[config.mk]
export PLATFORM = sky130hd
export DESIGN_NAME = rgb_to_hsv_converter_core
export DESIGN_NICKNAME = d
export VERILOG_FILES = /design/src/hsvc_pkg.sv /design/src/hsvc_front.sv /design/src/hsvc_div_stage.sv /design/src/hsvc_hue_out.sv /design/src/rgb_to_hsv_converter_core.sv
export VERILOG_INCLUDE_DIRS = /design/src /design/src/src
export SDC_FILE = /design/constraint.sdc
export NUM_CORES = 1
export LEC_CHECK = 0
export ABC_AREA = 1
export BUFFER_PORTS_ARGS = -buffer_cell sky130_fd_sc_hd__clkbuf_2
export CAP_MARGIN = 40
export CORE_ASPECT_RATIO = 0.9
export CORE_UTILIZATION = 44
export DETAILED_ROUTE_END_ITERATION = 6
export GPL_TIMING_DRIVEN = 0
export HOLD_SLACK_MARGIN = 0.02
export SETUP_SLACK_MARGIN = 0.4
export SYNTH_ARGS = -nofsm -noshare
export SYNTH_HDL_FRONTEND = slang
export SYNTH_SLANG_ARGS = --single-unit
[constraint.sdc]
create_clock -name aclk -period 15.9 [get_ports aclk]
set_input_delay 0.795 -clock aclk [delete_from_list [all_inputs] [get_ports aclk]]
set_output_delay 0.795 -clock aclk [all_outputs]
set_load 0.01 [all_outputs]
[src/rgb_to_hsv_converter_core_macros.svh]
// Assertion macros shared by the RGB to HSV converter RTL.
// No dependencies; included by the top level only.
`ifndef RGB_TO_HSV_CONVERTER_CORE_MACROS_SVH
`define RGB_TO_HSV_CONVERTER_CORE_MACROS_SVH

// Implication check, sampled on the rising clock edge, off during reset
`define HSVC_ASSERT_IMP(label, clk, rst_n, ante, cons, msg) \
    label: assert property (@(posedge clk) disable iff (!rst_n) (ante) |-> (cons)) \
        else $error(msg);

// Condition that must never be seen outside reset
`define HSVC_ASSERT_NEVER(label, clk, rst_n, cond, msg) \
    label: assert property (@(posedge clk) disable iff (!rst_n) !(cond)) \
        else $error(msg);

`endif

[src/hsvc_pkg.sv]
// Shared types and constants of the RGB to HSV converter pipeline.
// No dependencies; imported by every module of the block.
`default_nettype none

package hsvc_pkg;

    // Hue geometry in whole degrees
    localparam logic [8:0] DEG_FULL    = 9'd360;
    localparam logic [8:0] GREEN_BASE  = 9'd120;
    localparam logic [8:0] BLUE_BASE   = 9'd240;

    // Degrees to 16-bit hue: floor(deg * 65536 / 360) == (deg * HUE_RECIP) >> HUE_SHIFT
    // for every deg below 360 (rounded-up reciprocal, error stays below 1/45).
    localparam int unsigned HUE_SHIFT = 14;
    localparam longint unsigned HUE_NUM = 64'd65536 << HUE_SHIFT;
    localparam logic [21:0] HUE_RECIP = 22'((HUE_NUM + 64'd359) / 64'd360);

    // Which channel holds the maximum
    typedef enum logic [1:0] {
        SECT_RED,
        SECT_GREEN,
        SECT_BLUE
    } hsvc_sector_t;

    // First-stage results: extremes and the signed channel difference
    typedef struct packed {
        logic [7:0]   mx;
        logic [7:0]   d;
        logic [7:0]   mag;
        logic         neg;
        hsvc_sector_t sector;
    } hsvc_pix_t;

    // Long division in flight: partial remainder, dividend bits still to
    // bring down (MSB first) and quotient bits so far
    typedef struct packed {
        logic [7:0] rem;
        logic [7:0] low;
        logic [7:0] quo;
    } hsvc_div_t;

    // Payload carried through the divider stages
    typedef struct packed {
        hsvc_div_t    hue;
        hsvc_div_t    sat;
        logic [7:0]   d;
        logic [7:0]   mx;
        logic         neg;
        logic         gray;
        hsvc_sector_t sector;
    } hsvc_work_t;

    // Hue in degrees plus finished saturation and value
    typedef struct packed {
        logic [8:0] deg;
        logic [7:0] sat;
        logic [7:0] val;
    } hsvc_deg_t;

endpackage

`default_nettype wire

[src/hsvc_front.sv]
// Front end: max/min, hue sector and divider operand setup (two stages).
// Depends on hsvc_pkg.
`default_nettype none

module hsvc_front (
    input  wire logic               aclk,
    input  wire logic               aresetn,
    input  wire logic               in_valid,
    output logic                    in_ready,
    input  wire logic [7:0]         red_in,
    input  wire logic [7:0]         green_in,
    input  wire logic [7:0]         blue_in,
    output logic                    out_valid,
    input  wire logic               out_ready,
    output hsvc_pkg::hsvc_work_t    out_data
);
    import hsvc_pkg::*;

    logic       s1_valid_reg;
    logic       s1_ready;
    hsvc_pix_t  s1_reg;
    hsvc_pix_t  s1_next;
    logic       s2_valid_reg;
    hsvc_work_t s2_reg;
    hsvc_work_t s2_next;

    logic [7:0]  mx;
    logic [7:0]  mn;
    logic [7:0]  dif_p;
    logic [7:0]  dif_q;
    logic [15:0] hue_dvd;
    logic [15:0] sat_dvd;

    // Stage 1: extremes, winning channel (blue over green over red), |x|
    always_comb begin
        mx = red_in;
        mn = red_in;
        if (green_in > mx) mx = green_in;
        if (blue_in > mx) mx = blue_in;
        if (green_in < mn) mn = green_in;
        if (blue_in < mn) mn = blue_in;

        if (blue_in == mx) begin
            s1_next.sector = SECT_BLUE;
            dif_p = red_in;
            dif_q = green_in;
        end else if (green_in == mx) begin
            s1_next.sector = SECT_GREEN;
            dif_p = blue_in;
            dif_q = red_in;
        end else begin
            s1_next.sector = SECT_RED;
            dif_p = green_in;
            dif_q = blue_in;
        end

        s1_next.mx  = mx;
        s1_next.d   = mx - mn;
        s1_next.neg = dif_p < dif_q;
        s1_next.mag = (dif_p < dif_q) ? (dif_q - dif_p) : (dif_p - dif_q);
    end

    assign in_ready = !s1_valid_reg || s1_ready;

    always_ff @(posedge aclk) begin
        if (!aresetn) begin
            s1_valid_reg <= 1'b0;
        end else if (in_ready) begin
            s1_valid_reg <= in_valid;
        end
    end

    always_ff @(posedge aclk) begin
        if (in_ready && in_valid) begin
            s1_reg <= s1_next;
        end
    end

    // Stage 2: dividends 60*|x| and 255*d, top byte preloaded as remainder
    always_comb begin
        hue_dvd = {2'b00, s1_reg.mag, 6'b0} - {6'b0, s1_reg.mag, 2'b0};
        sat_dvd = {s1_reg.d, 8'b0} - {8'b0, s1_reg.d};

        s2_next.hue.rem = hue_dvd[15:8];
        s2_next.hue.low = hue_dvd[7:0];
        s2_next.hue.quo = 8'd0;
        s2_next.sat.rem = sat_dvd[15:8];
        s2_next.sat.low = sat_dvd[7:0];
        s2_next.sat.quo = 8'd0;
        s2_next.d       = s1_reg.d;
        s2_next.mx      = s1_reg.mx;
        s2_next.neg     = s1_reg.neg;
        s2_next.gray    = s1_reg.d == 8'd0;
        s2_next.sector  = s1_reg.sector;
    end

    assign s1_ready = !s2_valid_reg || out_ready;

    always_ff @(posedge aclk) begin
        if (!aresetn) begin
            s2_valid_reg <= 1'b0;
        end else if (s1_ready) begin
            s2_valid_reg <= s1_valid_reg;
        end
    end

    always_ff @(posedge aclk) begin
        if (s1_ready && s1_valid_reg) begin
            s2_reg <= s2_next;
        end
    end

    assign out_valid = s2_valid_reg;
    assign out_data  = s2_reg;

endmodule

`default_nettype wire

[src/hsvc_div_stage.sv]
// One divider stage: two restoring long-division steps for hue and saturation.
// Depends on hsvc_pkg.
`default_nettype none

module hsvc_div_stage (
    input  wire logic                  aclk,
    input  wire logic                  aresetn,
    input  wire logic                  in_valid,
    output logic                       in_ready,
    input  wire hsvc_pkg::hsvc_work_t  in_data,
    output logic                       out_valid,
    input  wire logic                  out_ready,
    output hsvc_pkg::hsvc_work_t       out_data
);
    import hsvc_pkg::*;

    logic       valid_reg;
    hsvc_work_t data_reg;
    hsvc_work_t data_next;

    // Bring down one dividend bit, subtract the divisor if it fits.
    // Remainder stays below the divisor, so 8 bits hold it.
    function automatic hsvc_div_t div_step(input hsvc_div_t cur, input logic [7:0] dvs);
        hsvc_div_t  nxt;
        logic [8:0] trial;
        logic       fits;
        trial    = {cur.rem, cur.low[7]};
        fits     = trial >= {1'b0, dvs};
        nxt.rem  = fits ? 8'(trial - {1'b0, dvs}) : trial[7:0];
        nxt.low  = {cur.low[6:0], 1'b0};
        nxt.quo  = {cur.quo[6:0], fits};
        return nxt;
    endfunction

    always_comb begin
        data_next     = in_data;
        data_next.hue = div_step(div_step(in_data.hue, in_data.d), in_data.d);
        data_next.sat = div_step(div_step(in_data.sat, in_data.mx), in_data.mx);
    end

    assign in_ready = !valid_reg || out_ready;

    always_ff @(posedge aclk) begin
        if (!aresetn) begin
            valid_reg <= 1'b0;
        end else if (in_ready) begin
            valid_reg <= in_valid;
        end
    end

    always_ff @(posedge aclk) begin
        if (in_ready && in_valid) begin
            data_reg <= data_next;
        end
    end

    assign out_valid = valid_reg;
    assign out_data  = data_reg;

endmodule

`default_nettype wire

[src/hsvc_hue_out.sv]
// Back end: hue quotient to degrees, then scaling to 16 bits (two stages).
// Depends on hsvc_pkg.
`default_nettype none

module hsvc_hue_out (
    input  wire logic                  aclk,
    input  wire logic                  aresetn,
    input  wire logic                  in_valid,
    output logic                       in_ready,
    input  wire hsvc_pkg::hsvc_work_t  in_data,
    output logic                       out_valid,
    input  wire logic                  out_ready,
    output logic [15:0]                hue_out,
    output logic [7:0]                 sat_out,
    output logic [7:0]                 val_out
);
    import hsvc_pkg::*;

    logic       deg_valid_reg;
    logic       deg_ready;
    hsvc_deg_t  deg_reg;
    hsvc_deg_t  deg_next;
    logic       out_valid_reg;
    logic [30:0] prod_reg;
    logic [30:0] prod_next;
    logic [7:0]  sat_reg;
    logic [7:0]  val_reg;

    logic [8:0] q9;
    logic [8:0] rem_nz9;

    // Stage 1: sector offset; green and blue round toward minus infinity,
    // red truncates toward zero and wraps into the top of the circle
    always_comb begin
        q9      = {1'b0, in_data.hue.quo};
        rem_nz9 = {8'd0, in_data.hue.rem != 8'd0};
        case (in_data.sector)
            SECT_RED: begin
                if (!in_data.neg) deg_next.deg = q9;
                else if (q9 == 9'd0) deg_next.deg = 9'd0;
                else deg_next.deg = DEG_FULL - q9;
            end
            SECT_GREEN: begin
                deg_next.deg = in_data.neg ? (GREEN_BASE - q9 - rem_nz9) : (GREEN_BASE + q9);
            end
            SECT_BLUE: begin
                deg_next.deg = in_data.neg ? (BLUE_BASE - q9 - rem_nz9) : (BLUE_BASE + q9);
            end
            default: begin
                deg_next.deg = 9'd0;
            end
        endcase
        // Gray (and black) pixels: no hue, no saturation
        if (in_data.gray) deg_next.deg = 9'd0;
        deg_next.sat = in_data.gray ? 8'd0 : in_data.sat.quo;
        deg_next.val = in_data.mx;
    end

    assign in_ready = !deg_valid_reg || deg_ready;

    always_ff @(posedge aclk) begin
        if (!aresetn) begin
            deg_valid_reg <= 1'b0;
        end else if (in_ready) begin
            deg_valid_reg <= in_valid;
        end
    end

    always_ff @(posedge aclk) begin
        if (in_ready && in_valid) begin
            deg_reg <= deg_next;
        end
    end

    // Stage 2: multiply by the rounded-up reciprocal of 360/65536
    assign prod_next = {22'd0, deg_reg.deg} * {9'd0, HUE_RECIP};
    assign deg_ready = !out_valid_reg || out_ready;

    always_ff @(posedge aclk) begin
        if (!aresetn) begin
            out_valid_reg <= 1'b0;
        end else if (deg_ready) begin
            out_valid_reg <= deg_valid_reg;
        end
    end

    always_ff @(posedge aclk) begin
        if (deg_ready && deg_valid_reg) begin
            prod_reg <= prod_next;
            sat_reg  <= deg_reg.sat;
            val_reg  <= deg_reg.val;
        end
    end

    assign out_valid = out_valid_reg;
    assign hue_out   = prod_reg[HUE_SHIFT+15:HUE_SHIFT];
    assign sat_out   = sat_reg;
    assign val_out   = val_reg;

endmodule

`default_nettype wire

[src/rgb_to_hsv_converter_core.sv]
// RGB to HSV converter, top level: front end, four divider stages, back end.
// Depends on hsvc_pkg, hsvc_front, hsvc_div_stage, hsvc_hue_out and the macro header.
//
// Converts one 8-bit RGB pixel per transfer into a 16-bit hue (degrees
// scaled by 65536/360, truncated) with 8-bit saturation and value. The block
// is a fully pipelined chain of eight register stages and takes a new
// pixel on every clock while the output is not stalled by back pressure.
// The two divisions (hue sector fraction and 255*(max-min)/max) run as
// restoring long division, two quotient bits per stage over four stages.
// Each stage holds its own valid bit and stalls only when the stage after it
// is full, so bubbles close up under back pressure and nothing is lost or
// repeated. Gray pixels give hue 0; black pixels give saturation 0.
`default_nettype none

`include "rgb_to_hsv_converter_core_macros.svh"

module rgb_to_hsv_converter_core (
    input  wire logic        aclk,
    input  wire logic        aresetn,
    input  wire logic        s_tvalid,
    output logic             s_tready,
    input  wire logic [23:0] s_tdata,   // red_in[7:0], green_in[15:8], blue_in[23:16]
    output logic             m_tvalid,
    input  wire logic        m_tready,
    output logic [31:0]      m_tdata    // hue_out[15:0], sat_out[23:16], val_out[31:24]
);
    import hsvc_pkg::*;

    localparam int unsigned DIV_STAGES = 4;

    logic       div_valid [0:DIV_STAGES];
    logic       div_ready [0:DIV_STAGES];
    hsvc_work_t work      [0:DIV_STAGES];

    logic [15:0] hue;
    logic [7:0]  sat;
    logic [7:0]  val;

    // Max/min and operand setup
    hsvc_front u_front (
        .aclk      (aclk),
        .aresetn   (aresetn),
        .in_valid  (s_tvalid),
        .in_ready  (s_tready),
        .red_in    (s_tdata[7:0]),
        .green_in  (s_tdata[15:8]),
        .blue_in   (s_tdata[23:16]),
        .out_valid (div_valid[0]),
        .out_ready (div_ready[0]),
        .out_data  (work[0])
    );

    // Division chain, eight quotient bits in all
    for (genvar i = 0; i < DIV_STAGES; i++) begin : g_div
        hsvc_div_stage u_div (
            .aclk      (aclk),
            .aresetn   (aresetn),
            .in_valid  (div_valid[i]),
            .in_ready  (div_ready[i]),
            .in_data   (work[i]),
            .out_valid (div_valid[i+1]),
            .out_ready (div_ready[i+1]),
            .out_data  (work[i+1])
        );
    end

    // Degrees and hue scaling, output register
    hsvc_hue_out u_hue_out (
        .aclk      (aclk),
        .aresetn   (aresetn),
        .in_valid  (div_valid[DIV_STAGES]),
        .in_ready  (div_ready[DIV_STAGES]),
        .in_data   (work[DIV_STAGES]),
        .out_valid (m_tvalid),
        .out_ready (m_tready),
        .hue_out   (hue),
        .sat_out   (sat),
        .val_out   (val)
    );

    assign m_tdata = {val, sat, hue};

    // Checks
    `HSVC_ASSERT_NEVER(a_no_false_stall, aclk, aresetn, !m_tvalid && !s_tready, "input stalled with an empty output register")
    `HSVC_ASSERT_IMP(a_black_zero, aclk, aresetn, m_tvalid && (val == 8'd0), (sat == 8'd0) && (hue == 16'd0), "black pixel with nonzero hue or saturation")
    `HSVC_ASSERT_IMP(a_hue_quo_range, aclk, aresetn, div_valid[DIV_STAGES] && !work[DIV_STAGES].gray, work[DIV_STAGES].hue.quo <= 8'd60, "hue sector fraction above 60 degrees")
    `HSVC_ASSERT_IMP(a_hue_rem_range, aclk, aresetn, div_valid[DIV_STAGES] && !work[DIV_STAGES].gray, work[DIV_STAGES].hue.rem < work[DIV_STAGES].d, "hue remainder not below divisor")

endmodule

`default_nettype wire
-- Word-level counts from Yosys, hierarchy flattened
Cells that the tools add are included.
- logic and storage cells: 179
- register bits after elaboration: 349
- input port bits: 28
- latch bits: 0
- memories: 0
- bits in read-only memories: 0
- memory bits (writable): 0
- output and inout bits: 34
- $add $sub $neg: 27
- magnitude comparators: 21
- bitwise logic cells: 0
- equality and inequality tests: 4
- muxes and demuxes: 30
- multipliers: 1
- shift operators: 0
- div/mod/pow operators: 0
- reduce and logical (&&, ||, !) cells: 28
- operator list (operator ; number):
    $mux W8 ; 24
    $ge A9 B8 Y1 ; 16
    $sub A8 B8 Y8 ; 18
    $mux W9 ; 4
    $mul A9 B22 Y30 const B ; 1
    $pmux W9 S3 ; 1
    $lt A8 B8 Y1 ; 3
    $sub A9 B1 Y9 ; 2
    $eq A8 B8 Y1 ; 2
    $gt A8 B8 Y1 ; 2
    $logic_not A8 Y1 ; 2
    $sub A16 B8 Y16 ; 1
    $sub A14 B10 Y15 ; 1
    $add A7 B8 Y9 const A ; 1
    $add A8 B8 Y9 const A ; 1
    $sub A7 B8 Y9 const A ; 1
    $sub A8 B8 Y9 const A ; 1
    $sub A9 B8 Y9 const A ; 1
    $logic_and A1 B1 Y1 ; 8
    $logic_not A1 Y1 ; 8
    $logic_or A1 B1 Y1 ; 8
    $reduce_bool A8 Y1 ; 1
    $eq A2 B1 Y1 const B ; 1
    $eq A2 B2 Y1 const B ; 1
    2 further kinds ; 2

-- Longest topological paths before layout
Gate-level depths: netlist of run 1.
- depth after elaboration: 10
- mapped depth: 48
- mapped depth without buffers: 46

-- Hierarchy
A second synthesis of run 1 with hierarchy kept.
- cells, all modules: 3130
- area total of the unflattened synthesis: 27639.0 µm²
- by module, submodules not included (module ; cells an instance ; seq. area each (µm²) ; area each (µm²) ; times used):
    hsvc_div_stage (g_div[0].u_div ...) ; 439 ; 1941.9 ; 4068.9 ; 2
    hsvc_hue_out ; 702 ; 1751.7 ; 5656.7 ; 1
    hsvc_front ; 669 ; 2292.2 ; 5647.9 ; 1
    hsvc_div_stage (g_div[2].u_div) ; 436 ; 1941.9 ; 4108.9 ; 1
    hsvc_div_stage (g_div[3].u_div) ; 445 ; 1941.9 ; 4087.7 ; 1

-- Worst setup path after synthesis of run 1
Ideal clock, no wire load.
- path type: input port to flip-flop
- start point: input s_tdata[7]
- end point: register u_front.s1_reg[6] (netlist bit), data pin
- data required time: 15.646 ns
- slack: 9.938 ns
- path buffers: 3
- arrival: 5.708 ns
- library setup time: 0.254 ns
- cell stages on the path: 36
- cell sequence: inv_1 ha_1 a21o_1 nor2_2 nand2_4 buf_6 nand3_1 nand2_1 ha_1 nand2_1 nor2_1 nand4_1 nand2_2 inv_2 buf_6 nand2_1 nand2_2 nand2_1 nand4_1 nor2_4 nand2_4 clkbuf_1 o21ai_0 inv_1 fa_1 nand3_1 nand3_1 a31oi_1 o21bai_1 a21oi_1 inv_1 nor2_1 nand2_1 nand2_1 xor2_1 inv_1
- RTL lines (element ; line ; source):
    from (decl) ; rgb_to_hsv_converter_core.sv:22 ; input wire logic [23:0] s_tdata,
    to (signal assigned) ; hsvc_front.sv:75 ; s1_reg <= s1_next;
    to (decl) ; hsvc_front.sv:21 ; hsvc_pix_t s1_reg;

==> impl_metrics.env, run 1 <==
export IMPL_yosysSeqAreaShare_pct=43.4
export IMPL_ys_types=54
export IMPL_grt_pass1_vias=15600
export IMPL_cts_sinks=323
export IMPL_synth_top_area_cell="edfxtp_1"
export IMPL_ant_nets=0
export IMPL_power_density_nw_per_um2=114
export IMPL_critical_path_max_stage_delay_ns=0.53
export IMPL_cts_setup_buffers=0
export IMPL_synth_top_family_by_area="adder cells"
export IMPL_syn_nets=2683
export IMPL_fin_crit_sh_pct=43.2
export IMPL_row_count=77
export IMPL_antenna_found_initial=1
export IMPL_drc=0
export IMPL_setup_violations=0
export IMPL_cts_path_max_buffers=3
export IMPL_worst_slew_pin_slew_ns=0.822
export IMPL_syn_inst=2357
export IMPL_hold_buffers=0
export IMPL_fin_crit_ns=6.87
export IMPL_crit_slowest_cell="a21oi_1"
export IMPL_wire_per_inst_um=14.7
export IMPL_required_ns=16.20
export IMPL_vias_per_cell=5.08
export IMPL_dp_slack_ns=8.50
export IMPL_synth_area_um2=22100
export IMPL_num_fill_cells=4470
export IMPL_synth_most_common_cell="inv_1"
export IMPL_coreArea_um2=49400
export IMPL_cp_end_kind="flop"
export IMPL_status="complete, no violations"
export IMPL_worstSetupStartpointType="input pin"
export IMPL_synth_edf_count=315
export IMPL_max_freq_ghz=0.146
export IMPL_synthFlopType="edfxtp_1"
export IMPL_synthTopCellsByArea="edfxtp_1, ha_1, inv_1, nand2_1, fa_1"
export IMPL_hold_start="u_front.out_data[2]"
export IMPL_yosys_area_share_simple_pct=14.6
export IMPL_maxCapViolCount=0
export IMPL_synth_async_reset_ratio_pct=0
export IMPL_tns_ns=0
export IMPL_grt_overflow_total=0
export IMPL_h_tree_depth=2
export IMPL_place_congestion=0.905
export IMPL_cts_clk_slew_worst_paths_ns=0.06
export IMPL_io_buffers=61
export IMPL_final_area_um2=24700
export IMPL_largest_register_ffs=183
export IMPL_grt_max_degree=33
export IMPL_die_width_um=238
export IMPL_synthTopCellsByCount="inv_1, nand2_1, edfxtp_1"
export IMPL_cp_max_fo=10
export IMPL_hpwl_um=37600
export IMPL_place_area_um2=23500
export IMPL_worstReg2RegStart="u_front.out_data[5]"
export IMPL_hp_class="reg2reg"
export IMPL_root_buffer="clkbuf_16"
export IMPL_critPathKind="in2reg"
export IMPL_ys_seq_elements=323
export IMPL_via_count=16100
export IMPL_power_leakage_nw=11.1
export IMPL_cts_resized=0
export IMPL_maxSlewViolCount=0
export IMPL_drive_gt1_share_pct=8.26
export IMPL_arrival_ns=7.17
export IMPL_fin_ws_ns=9.03
export IMPL_wl_um=46500
export IMPL_rsz0062_at_grt="false"
export IMPL_first_iter_violations=945
export IMPL_grt_pass1_wl_um=75900
export IMPL_hold_violations=0
export IMPL_die_area_um2=51200
export IMPL_initial_core_util_pct=44.8
export IMPL_cp_startpoint="s_tdata[5]"
export IMPL_syn_to_final_growth_pct=11.7
export IMPL_die_y_um=215
export IMPL_first_pass_iters=5
export IMPL_cts_inserted_buffers=37
export IMPL_cts_tree="done"
export IMPL_nets=2792
export IMPL_finClkSkew_ns=0.0157
export IMPL_grt_total_usage_pct=18.3
export IMPL_synth_top_area_share_pct=42.7
export IMPL_ys_warn_count=0
export IMPL_synth_compound_area_share_pct=10.6
export IMPL_io_pins=62
export IMPL_insertion_delay_ns=0.54
export IMPL_synth_xor_xnor_area_share_pct=4.86
export IMPL_muxShareOfSynthArea_pct=0.153
export IMPL_relSlewSlack_pct=45.2
export IMPL_cp_common_cell="nand2_1"
export IMPL_synthAdderAreaFrac_pct=18.4
export IMPL_ir_drop_mv=0.0627
export IMPL_syn_area_per_cell_um2=9.40
export IMPL_n_antenna_cell=0
[final timing paths]
check	to	slack [ns]	cells after the start
setup reg to reg	g_div[0].u_div.out_data[41]	10.78	27
setup / recovery	u_front.s1_reg[6]	9.03	37
hold / removal	g_div[0].u_div.out_data[2]	0.41	0
hold reg to reg	g_div[0].u_div.out_data[2]	0.41	0
[through the flow]
step	utilization [%]	hold WS (ns)	total power, mW	instances
2_1_floorplan	-	0.400	1.80	2357
3_3_place_gp	47.1	0.400	1.96	3089
3_5_place_dp	47.6	0.405	2.00	3098
4_1_cts	50.1	0.413	2.86	3164
5_1_grt	50.1	0.420	3.02	3164
6_report	50.1	0.412	2.83	3164
[per-layer routing]
| layer | vias to the layer above | routed length (um) | track usage [%] |
|---|---|---|---|
| li1 | 8187 | - | - |
| met1 | 7498 | 21800 | 24.3 |
| met2 | 328 | 21600 | 30.7 |
| met3 | 63 | 1940 | 2.56 |
| met4 | 0 | 1120 | 5.83 |
| met5 | - | 0 | 0 |
[report_power, final]
group,internal (mW),total [mW],switching (mW)
clock network,0.510,0.847,0.338
logic,0.345,0.874,0.529
registers,1.06,1.11,0.0485
total,1.92,2.83,0.915
[final cells by class]
cell class | instances | area (um2) | area share (%)
clock buffers | 44 | 983 | 3.97
plain buffers | 32 | 176 | 0.713
clock inverters | 22 | 238 | 0.961
multi-input cells | 1577 | 10800 | 43.5
well taps | 671 | 840 | 3.39
repair buffers | 70 | 515 | 2.08
flip-flops and latches | 323 | 9620 | 38.9
inverters | 425 | 1600 | 6.47
[worst max-delay path: cells and delay by family]
kind	cells	cell delay (ns)
buffers and inverters	9	1.45
XOR/XNOR	1	0.15
adder cells (fa/ha/maj)	3	1.08
AO/OA/AOI/OAI	4	1.25
AND/OR/NAND/NOR	20	2.42
[cells in the final DEF, fill, tap and decap left out, types with 9 or more instances in the layout]
cell type    n
nand4_1     25
nand3_1     85
xor2_1      82
clkbuf_2    61
nor3_1      27
inv_1      419
o21ai_0    174
nand2_2     15
xnor2_1     41
buf_2       12
o21bai_1    10
clkbuf_1    19
fa_1        46
ha_1       252
clkbuf_16   38
a21oi_1    162
o31ai_1     10
edfxtp_1   315
or2_2        9
nand2_1    383
nor2_1     135
nand3b_1     9
[logic make-up after synthesis]
logic type / count (synthesis)
flip-flops: 323
AO/OA/AOI/OAI: 423
multiplexers: 3
buffers and inverters: 457
XOR/XNOR: 123
adder cells (fa/ha/maj): 298
AND/OR/NAND/NOR: 730
No activity file was read; power rests on OpenSTA's default activity.
==> run 2, diff against run 1 <==
Clock period 15.9 ns to 6.6 ns, I/O delays scaled along.
==> impl_metrics.env, run 2 (synthesis results as in run 1) <==
export IMPL_p_sw_share_pct=32.3
export IMPL_status="complete, no violations"
export IMPL_stdcell_count=3169
export IMPL_cp_max_fo=10
export IMPL_fin_ws_ns=0.762
export IMPL_power_leakage_nw=11.1
export IMPL_root_buffer="clkbuf_16"
export IMPL_row_count=77
export IMPL_dp_slack_ns=-0.339
export IMPL_setup_violations=0
export IMPL_dp_cells=3098
export IMPL_relSlewSlack_pct=44.9
export IMPL_cts_path_max_buffers=3
export IMPL_cts_inserted_buffers=37
export IMPL_initial_core_util_pct=44.8
export IMPL_p_comb_share_pct=31.0
export IMPL_cts_clk_slew_worst_paths_ns=0.06
export IMPL_first_pass_iters=5
export IMPL_die_area_um2=51200
export IMPL_pwr_share_clk_pct=29.9
export IMPL_rsz0062_at_grt="false"
export IMPL_io_pins=62
export IMPL_layout_cells_most_common="inv_1"
export IMPL_antenna_found_initial=1
export IMPL_ant_nets=0
export IMPL_whs_path_depth=3
export IMPL_hold_violations=0
export IMPL_h_tree_depth=2
export IMPL_num_fill_cells=4466
export IMPL_largest_register_ffs=183
export IMPL_place_congestion=0.905
export IMPL_coreArea_um2=49400
export IMPL_via_count=16100
export IMPL_maxCapViolCount=0
export IMPL_syn_to_final_growth_pct=12.1
export IMPL_power_density_nw_per_um2=276
export IMPL_grt_total_usage_pct=18.3
export IMPL_cp_num_buf_inv=11
export IMPL_reg2regPathDepth=27
export IMPL_critPathTopFamily="simple AND/OR/NAND/NOR gates"
export IMPL_layout_common_cells="inv_1, nand2_1, edfxtp_1, ha_1, o21ai_0"
export IMPL_die_width_um=238
export IMPL_cts_sinks=323
export IMPL_critPathKind="in2reg"
export IMPL_cp_end_kind="flop"
export IMPL_cts_tree="done"
export IMPL_critical_path_max_stage_delay_ns=0.40
export IMPL_n_antenna_cell=0
export IMPL_multi_input_area_um2=10800
export IMPL_first_iter_violations=866
export IMPL_io_buffers=61
export IMPL_grt_pass1_vias=15600
export IMPL_drive_gt1_share_pct=8.73
export IMPL_arrival_ns=6.12
export IMPL_ir_drop_mv=0.151
export IMPL_grt_pass1_wl_um=76000
export IMPL_hpwl_um=37600
export IMPL_required_ns=6.88
export IMPL_max_freq_ghz=0.171
export IMPL_finClkSkew_ns=0.0168
export IMPL_p_switching_mw=2.21
export IMPL_pwr_share_seq_pct=39.1
export IMPL_wire_per_inst_um=14.7
export IMPL_maxSlewViolCount=0
export IMPL_fin_crit_sh_pct=88.4
export IMPL_wl_um=46600
export IMPL_cp_common_cell="nand2_1"
export IMPL_fin_crit_ns=5.84
export IMPL_crit_slowest_cell="ha_1"
export IMPL_worstSetupStartpointType="input pin"
export IMPL_internal_power_mw=4.63
export IMPL_hp_class="in2reg"
export IMPL_insertion_delay_ns=0.54
export IMPL_worst_slew_pin_slew_ns=0.826
export IMPL_regArea_um2=9620
export IMPL_die_y_um=215
export IMPL_drc=0
export IMPL_grt_max_degree=33
export IMPL_nets=2797
export IMPL_vias_per_cell=5.07
export IMPL_crit_cells=37
export IMPL_grt_overflow_total=0
-- run 2: changes by cell type in the layout (fill, tap and decap cells not counted), sizes merged --
cell and change:
inv -1, clkinvlp +1, clkbuf +1, buf +4
-- run 2: what timing repair did --
action                                  in CTS  in global routing
pin swaps                                    0                  2
hold buffers                                 0                  0
gates cloned                                 0                  0
endpoints found under the setup margin       3                  7
buffers inserted                             0                  5
gates resized for setup                      1                 11
-- run 2: final timing paths --
kind                                          start                          end  slack [ns]
worst max-delay path                     s_tdata[5]            u_front.s1_reg[9]        0.76
worst min-delay path                       s_tvalid         u_front.s1_valid_reg        0.13
worst min register to register  u_front.out_data[2]   g_div[0].u_div.out_data[2]        0.41
worst max register to register  u_front.out_data[5]  g_div[0].u_div.out_data[41]        1.48
-- run 2: per-stage QoR --
step,setup TNS [ns],utilization [%],hold WS (ns),power (mW),instance area (um2)
after floorplan,0,-,0.400,4.33,22100
after global placement,-0.291,47.1,0.400,4.73,23300
after detailed placement,-1.11,47.6,0.405,4.82,23500
after CTS,0,50.1,0.0822,6.89,24800
after global routing,0,50.2,0.109,7.30,24800
final,0,50.2,0.128,6.84,24800
-- run 2: layout make-up --
| class | count | share of cell area (%) |
|---|---|---|
| multi-input cells | 1577 | 43.5 |
| flip-flops and latches | 323 | 38.8 |
| plain buffers | 32 | 0.731 |
| inverters | 425 | 6.46 |
| clock inverters | 22 | 0.958 |
| clock buffers | 44 | 3.96 |
| repair buffers | 75 | 2.23 |
| well taps | 671 | 3.38 |
-- run 2: worst register-to-register path, delay by kind of cell (launching register included) --
| kind | cells | cell delay, ns |
|---|---|---|
| flops | 1 | 0.45 |
| simple gates | 8 | 0.89 |
| buf+inv | 7 | 1.08 |
| compound gates | 10 | 1.76 |
| fa+ha+maj | 2 | 0.68 |
-- run 2: power groups by stage --
stage | clock network, mW | registers [mW] | logic (mW)
floorplan | 0 | 2.67 | 1.66
global placement | 0 | 2.72 | 2.01
detailed placement | 0 | 2.72 | 2.10
CTS | 2.10 | 2.68 | 2.11
global route | 2.17 | 2.69 | 2.43
finish | 2.04 | 2.68 | 2.13
-- run 2: layer usage --
layer | GRT usage [%] | wire, um | vias to the layer above
met3 | 2.56 | 1880 | 63
met2 | 30.7 | 21600 | 325
met4 | 5.83 | 1120 | 0
met5 | 0 | 0 | -
met1 | 24.3 | 21900 | 7496
li1 | - | - | 8197
